$ cat src/rc4_stream_cipher_core_macros.svh
// ----------------------------------------------------------------------------
// RC4 cipher core assertion macros
// Concurrent assertion wrappers, empty under synthesis.
// ----------------------------------------------------------------------------
`ifndef RC4_STREAM_CIPHER_CORE_MACROS_SVH
`define RC4_STREAM_CIPHER_CORE_MACROS_SVH

`ifndef SYNTHESIS
`define RC4_ASSERT_IMP(label, clk, rst, ante, cons) \
   label: assert property (@(posedge clk) disable iff (rst) (ante) |-> (cons)) \
      else $error("rc4 assertion failed");
`define RC4_ASSERT_NEXT(label, clk, rst, ante, cons) \
   label: assert property (@(posedge clk) disable iff (rst) (ante) |=> (cons)) \
      else $error("rc4 assertion failed");
`else
`define RC4_ASSERT_IMP(label, clk, rst, ante, cons)
`define RC4_ASSERT_NEXT(label, clk, rst, ante, cons)
`endif

`endif

$ cat src/rc4_pkg.sv
// ----------------------------------------------------------------------------
// RC4 cipher core package
// Shared payload types, command codes and controller/datapath bundles.
// ----------------------------------------------------------------------------
`default_nettype none

package rc4_pkg;

   localparam int KEY_BYTES_MAX_DEF = 256;
   localparam int KEY_LEN_W         = 9;
   localparam logic [KEY_LEN_W-1:0] KEY_LEN_RESET = 9'd16;

   typedef logic [7:0] octet_type;

   // request command codes
   localparam logic [1:0] CMD_LOAD      = 2'd0;
   localparam logic [1:0] CMD_SCHEDULE  = 2'd1;
   localparam logic [1:0] CMD_TRANSFORM = 2'd2;

   // datapath operations
   typedef logic [3:0] op_type;
   localparam op_type OP_IDLE      = 4'd0;
   localparam op_type OP_LOAD      = 4'd1;
   localparam op_type OP_KS_INIT   = 4'd2;
   localparam op_type OP_KS_RD     = 4'd3;
   localparam op_type OP_KS_MIX    = 4'd4;
   localparam op_type OP_KS_SWAP_A = 4'd5;
   localparam op_type OP_KS_SWAP_B = 4'd6;
   localparam op_type OP_TX_RD_I   = 4'd7;
   localparam op_type OP_TX_RD_J   = 4'd8;
   localparam op_type OP_TX_SWAP_A = 4'd9;
   localparam op_type OP_TX_SWAP_B = 4'd10;

   typedef struct packed {
      logic [1:0] command;
      octet_type  key_index;
      octet_type  key_byte;
      octet_type  data_in;
   } req_type;

   typedef struct packed {
      octet_type data_out;
   } rsp_type;

   typedef struct packed {
      logic [KEY_LEN_W-1:0] key_length;
   } csr_type;

   typedef struct packed {
      op_type op;
      logic   out_load;
   } ctrl_cmd_type;

   typedef struct packed {
      logic ks_last;
   } dp_status_type;

endpackage

`default_nettype wire

$ cat src/rc4_ctrl.sv
// ----------------------------------------------------------------------------
// RC4 controller
// Sequences load, key schedule and transform operations of the datapath.
// ----------------------------------------------------------------------------
`default_nettype none
`include "rc4_stream_cipher_core_macros.svh"

module rc4_ctrl (
   input  wire logic                  clock,
   input  wire logic                  reset,
   input  wire logic                  req_valid,
   output logic                       req_ready,
   input  wire logic [1:0]            req_command,
   output logic                       rsp_valid,
   input  wire logic                  rsp_ready,
   output rc4_pkg::ctrl_cmd_type      cmd,
   input  wire rc4_pkg::dp_status_type status
);

   localparam logic [2:0] ST_IDLE      = 3'd0;
   localparam logic [2:0] ST_KS_RD     = 3'd1;
   localparam logic [2:0] ST_KS_MIX    = 3'd2;
   localparam logic [2:0] ST_KS_SWAP_A = 3'd3;
   localparam logic [2:0] ST_KS_SWAP_B = 3'd4;
   localparam logic [2:0] ST_TX_RD_J   = 3'd5;
   localparam logic [2:0] ST_TX_SWAP_A = 3'd6;
   localparam logic [2:0] ST_TX_SWAP_B = 3'd7;

   logic [2:0] st_ff, st_in;
   logic       rsp_valid_ff, rsp_valid_in;
   logic       req_acc, acc_tx;

   assign req_ready = (st_ff == ST_IDLE);
   assign req_acc   = req_valid && req_ready;
   assign acc_tx    = req_acc && (req_command == rc4_pkg::CMD_TRANSFORM);
   assign rsp_valid = rsp_valid_ff;

   always_comb begin
      st_in        = st_ff;
      cmd.op       = rc4_pkg::OP_IDLE;
      cmd.out_load = 1'b0;
      case (st_ff)
         ST_IDLE: begin
            if (req_acc) begin
               case (req_command)
                  rc4_pkg::CMD_LOAD: begin
                     cmd.op = rc4_pkg::OP_LOAD;
                  end
                  rc4_pkg::CMD_SCHEDULE: begin
                     cmd.op = rc4_pkg::OP_KS_INIT;
                     st_in  = ST_KS_RD;
                  end
                  rc4_pkg::CMD_TRANSFORM: begin
                     cmd.op = rc4_pkg::OP_TX_RD_I;
                     st_in  = ST_TX_RD_J;
                  end
                  default: begin
                  end
               endcase
            end
         end
         ST_KS_RD: begin
            cmd.op = rc4_pkg::OP_KS_RD;
            st_in  = ST_KS_MIX;
         end
         ST_KS_MIX: begin
            cmd.op = rc4_pkg::OP_KS_MIX;
            st_in  = ST_KS_SWAP_A;
         end
         ST_KS_SWAP_A: begin
            cmd.op = rc4_pkg::OP_KS_SWAP_A;
            st_in  = ST_KS_SWAP_B;
         end
         ST_KS_SWAP_B: begin
            cmd.op = rc4_pkg::OP_KS_SWAP_B;
            st_in  = status.ks_last ? ST_IDLE : ST_KS_RD;
         end
         ST_TX_RD_J: begin
            cmd.op = rc4_pkg::OP_TX_RD_J;
            st_in  = ST_TX_SWAP_A;
         end
         ST_TX_SWAP_A: begin
            cmd.op = rc4_pkg::OP_TX_SWAP_A;
            st_in  = ST_TX_SWAP_B;
         end
         ST_TX_SWAP_B: begin
            // hold until the result register is free
            cmd.op = rc4_pkg::OP_TX_SWAP_B;
            if (!rsp_valid_ff || rsp_ready) begin
               cmd.out_load = 1'b1;
               st_in        = ST_IDLE;
            end
         end
         default: begin
            st_in = ST_IDLE;
         end
      endcase
      rsp_valid_in = cmd.out_load || (rsp_valid_ff && !rsp_ready);
   end

   always_ff @(posedge clock) begin
      if (reset) begin
         st_ff        <= ST_IDLE;
         rsp_valid_ff <= 1'b0;
      end else begin
         st_ff        <= st_in;
         rsp_valid_ff <= rsp_valid_in;
      end
   end

   `RC4_ASSERT_NEXT(a_tx_start, clock, reset, acc_tx, st_ff == ST_TX_RD_J)
   `RC4_ASSERT_NEXT(a_ks_done, clock, reset, st_ff == ST_KS_SWAP_B && status.ks_last, st_ff == ST_IDLE)
   `RC4_ASSERT_IMP(a_rsp_source, clock, reset, $rose(rsp_valid_ff), $past(st_ff) == ST_TX_SWAP_B)

endmodule

`default_nettype wire

$ cat config.mk
export PLATFORM = sky130hd
export DESIGN_NAME = rc4_ctrl
export DESIGN_NICKNAME = d
export VERILOG_FILES = /design/src/rc4_pkg.sv /design/src/rc4_ctrl.sv
export VERILOG_INCLUDE_DIRS = /design/src /design/src/src
export SDC_FILE = /design/constraint.sdc
export NUM_CORES = 1
export LEC_CHECK = 0
export BUFFER_PORTS_ARGS = -buffer_cell sky130_fd_sc_hd__buf_2
export CORE_AREA = 2 2 39 41
export CTS_BUF_LIST = sky130_fd_sc_hd__clkbuf_16
export DETAILED_ROUTE_END_ITERATION = 6
export DIE_AREA = 0 0 41 43
export PLACE_DENSITY = 0.47
export SLEW_MARGIN = 0
export SYNTH_ARGS = -nofsm -noshare
export SYNTH_HDL_FRONTEND = slang
export SYNTH_SLANG_ARGS = --single-unit
$ cat constraint.sdc
create_clock -name clock -period 1.1 [get_ports clock]
set_input_delay 0.055 -clock clock [delete_from_list [all_inputs] [get_ports clock]]
set_output_delay 0.055 -clock clock [all_outputs]
set_load 0.02 [all_outputs]
Word level (Yosys, flattened, before mapping)
Cells that the tools add are included.
W data, S select, Z words.
- bits of input ports: 7
- output and inout bits: 7
- word-level logic and storage cells: 33
- register bits: 4
- eq/ne operators: 12
- mux-type cells: 10
- reductions and logical operators: 9
- operators with widths (kind ; count):
    $pmux W4 S8 ; 1
    $pmux W3 S8 ; 1
    $eq A3 B3 Y1 const B ; 4
    $mux W3 ; 3
    $pmux W3 S3 ; 1
    $eq A3 B2 Y1 const B ; 2
    $pmux W3 S2 ; 1
    $eq A3 B1 Y1 const B ; 1
    $logic_not A3 Y1 ; 1
    $mux W1 ; 3
    $ne A3 B1 Y1 const B ; 1
    $reduce_and A3 Y1 ; 1
    $eq A2 B1 Y1 const B ; 1
    $eq A2 B2 Y1 const B ; 1
    $logic_and A1 B1 Y1 ; 2
    $logic_not A1 Y1 ; 2
    $logic_not A2 Y1 ; 1
    $logic_or A1 B1 Y1 ; 2
    $ne A2 B1 Y1 const B ; 1
    $ne A2 B2 Y1 const B ; 1

Longest topological paths before layout
- word-level depth: 5
- mapped depth: 5
- gate-level depth less buffers: 5

Least setup slack after synthesis
OpenSTA, ideal clock, no wires.
- kind: reg2reg
- start: register st_ff[2]
- end: register st_ff[0]
- setup slack: -181 ps
- path buffers: 0
- period minus slack after synthesis: 1281 ps
- setup time: 121 ps
- arrival: 1160 ps
- required time: 979 ps
- stages on the path, launching flop included: 4
- cells stage by stage: dfxtp_1 nor3_1 a221o_1 a21oi_1
- cells in the longest elaborated chain, start to end: 4
- elaborated cells on any way between the ends: 14
- classes of those cells: eq/ne (10); mux (1); reduce/logical (3)
- RTL lines (what ; line ; source):
    from (decl) ; rc4_ctrl.sv:29 ; logic [2:0] st_ff, st_in;
    from (signal assigned) ; rc4_ctrl.sv:106 ; st_ff <= st_in;
    $logic_not A3 Y1 (*) ; rc4_ctrl.sv:33 ; assign req_ready = (st_ff == ST_IDLE);
    via req_ready ; rc4_ctrl.sv:12 ; output logic req_ready,
    $logic_and A1 B1 Y1 ; rc4_ctrl.sv:34 ; assign req_acc = req_valid && req_ready;
    $ne A2 B1 Y1 (no source line) ; -- ;
    $reduce_and A3 Y1 (no source line) ; -- ;
The timed path passes the listed nets; every way through them passes the cells marked *.
A chain may end at the register's enable or synchronous reset.

==> flow_metrics.tcl <==
set metrics [dict create \
    ios 14 \
    p_int_w 0.000977 \
    syn_nets 57 \
    h-tree-depth 1 \
    die_h_um 43 \
    final_cell_area_um2 733 \
    vias 436 \
    fmax_ghz 0.849 \
    power_switching_w 0.000407 \
    area_delta_synth_final_pct 103 \
    dpl-instance-area_um2 523 \
    grt_overflow 0 \
    postSynthCellCount 45 \
    drv_slew 0 \
    nNetsFinal 88 \
    synthDistinctLibCells 23 \
    slew_headroom 0.845 \
    timing.setup.tns_ns -0.283 \
    drc 0 \
    die_area_um2 1760 \
    initial_core_util 0.260 \
    pre_cts_ws_ns -0.0417 \
    grt_max_degree 7 \
    grt_use_total 0.130 \
    cts-root-buf "clkbuf_16" \
    numCtsBuffers 3 \
    dp_hpwl_um 648 \
    cts_tree "done" \
    synth-edff-count 0 \
    port_buffers 13 \
    hold_buffers 0 \
    ys.flop_type "dfxtp_1" \
    pwr_density_cell_nw_per_um2 1890 \
    final_cell_mix "buf_4, buf_6, buf_2, ha_1, a21oi_1" \
    ant_nets 0 \
    p_seq_frac 0.162 \
    ys_warn_count 0 \
    grt_pass1_vias 376 \
    fin_util 0.530 \
    cp-start-kind "flip-flop" \
    antenna_found_initial 0 \
    rows 14 \
    clockBufferDepth 2 \
    comb_power_share 0.435 \
    cp_slowest_cell "dfxtp_4" \
    irDropWorstVdd_mv 1.06 \
    timing.final.ws_setup_ns -0.0779 \
    core_area_um2 1380 \
    status "finished, violations left" \
    critPathMaxStageDelay_ns 0.36 \
    drt_iter0_markers 4 \
    clockPowerShare 0.404 \
    postSynth.asyncResetShare 0 \
    drtPass1Iterations 4 \
    rsz0062_at_grt "yes" \
    setup_viol 7 \
    place_congestion 0.745 \
    path_clk_slew_ns 0.03 \
    layout_commonest_cell "buf_4" \
    violations "setup timing" \
    cts.sinks 4 \
    routed_wl_um 990 \
    cp_data_required_time_ns 1.04 \
    crit_fanout 6 \
    viasPerCell 4.84 \
    power_switching_share 0.294 \
    ys_seq_area_frac 0.222 \
    fillers 131 \
    clk_latency_ns 0.22 \
    syn-mean-instance-area_um2 8.01 \
    holdCritPathClass "primary input to flip-flop" \
    netlist_area_um2 360 \
    die_w_um 41 \
    leakage_nw 0.342 \
    critPathCaptureType "primary output" \
    worstPathCellList "a21oi_2 > nor2_1 > o221a_1 > buf_6" \
    wl_per_cell_um 11.0 \
    antenna_cells 0 \
    finClkSkew_ns 0.000210 \
    grt_pass1_wl_mm 1.61 \
    tightest_slew_ns 0.233 \
    period_share 1.07 \
    max_cap_viol_count 0 \
    post-route-min-period_ns 1.18 \
    ys_seq_elements 4 \
    drive_gt1_frac 0.568 \
    path_class "flip-flop to primary output" \
    arrival_ns 1.12 \
    final_hold_viol_count 0 \
]
-- layer usage --
metal | global-route usage | up-vias | share of wire | routed length, um
met5 | 0 | - | 0 | 0
met4 | 0.0200 | 0 | 0 | 0
met3 | 0.0471 | 0 | 0.066 | 65
met2 | 0.184 | 15 | 0.45 | 446
met1 | 0.188 | 197 | 0.48 | 478
li1 | - | 224 | - | -
-- power groups by stage --
stage	clock network (W)	registers [W]	logic (W)
2_1_floorplan	0	0.000193	0.000275
3_3_place_gp	0	0.000220	0.000406
3_5_place_dp	0	0.000219	0.000408
4_1_cts	0.000566	0.000223	0.000601
5_1_grt	0.000581	0.000230	0.000639
6_report	0.000559	0.000224	0.000601
-- synth_stat cells, drive strengths merged, types with 2 or more instances --
master / number / area, um^2
a21oi: 5 / 25.0
buf: 3 / 15.0
dfxtp: 4 / 80.1
ha: 5 / 62.6
inv: 2 / 7.51
nand2: 2 / 7.51
nand2b: 3 / 18.8
nor2: 4 / 15.0
nor2b: 3 / 18.8
-- flip-flops by register name, summed over array words and instances, names as in the netlist --
| signal | count |
|---|---|
| rsp_valid | 1 |
| st_ff | 3 |
-- per-stage QoR --
stage	instances	hold WS [ns]	total power, W
final	90	0.0322	0.00138
after global routing	90	0.0342	0.00145
after CTS	90	0.0205	0.00139
after detailed placement	82	0.260	0.000626
after global placement	82	0.264	0.000626
after floorplan	45	0.124	0.000468
-- final timing paths --
check | start | endpoint | slack [ns] | cells past startpoint
max | st_ff[0] | cmd[2] | -0.08 | 4
min | reset | st_ff[0] | 0.03 | 2
max reg2reg | st_ff[1] | st_ff[1] | -0.01 | 5
min reg2reg | st_ff[0] | st_ff[1] | 0.63 | 2
-- cell families (layout without fill, tap and decap cells) --
family	Yosys count	in the layout	synth area share
buf+inv	5	34	0.0625
flops	4	4	0.222
compound gates	14	14	0.274
simple gates	17	17	0.267
fa+ha+maj	5	5	0.174
-- cell type report --
| class | instances | area (um^2) | area share |
|---|---|---|---|
| multi-input cells | 36 | 305 | 0.416 |
| well taps | 16 | 20.0 | 0.0273 |
| inverters | 2 | 7.51 | 0.0102 |
| flip-flops and latches | 4 | 91.3 | 0.125 |
| repair buffers | 29 | 234 | 0.319 |
| clock buffers | 3 | 75.1 | 0.102 |
-- worst max-delay path, delay by kind of cell, from the launching register on --
kind,cells,cell delay (ns)
AND/OR/NAND/NOR,1,0.05
buffers and inverters,1,0.14
flip-flops,1,0.36
AO/OA/AOI/OAI,2,0.35
-- repair_timing --
action / in CTS / in global routing
endpoints found under the setup margin: 8 / 9
pin swaps: 8 / 3
buffers inserted: 5 / 0
gates resized for setup: 29 / 1
No activity file was read; power rests on OpenSTA's default activity.
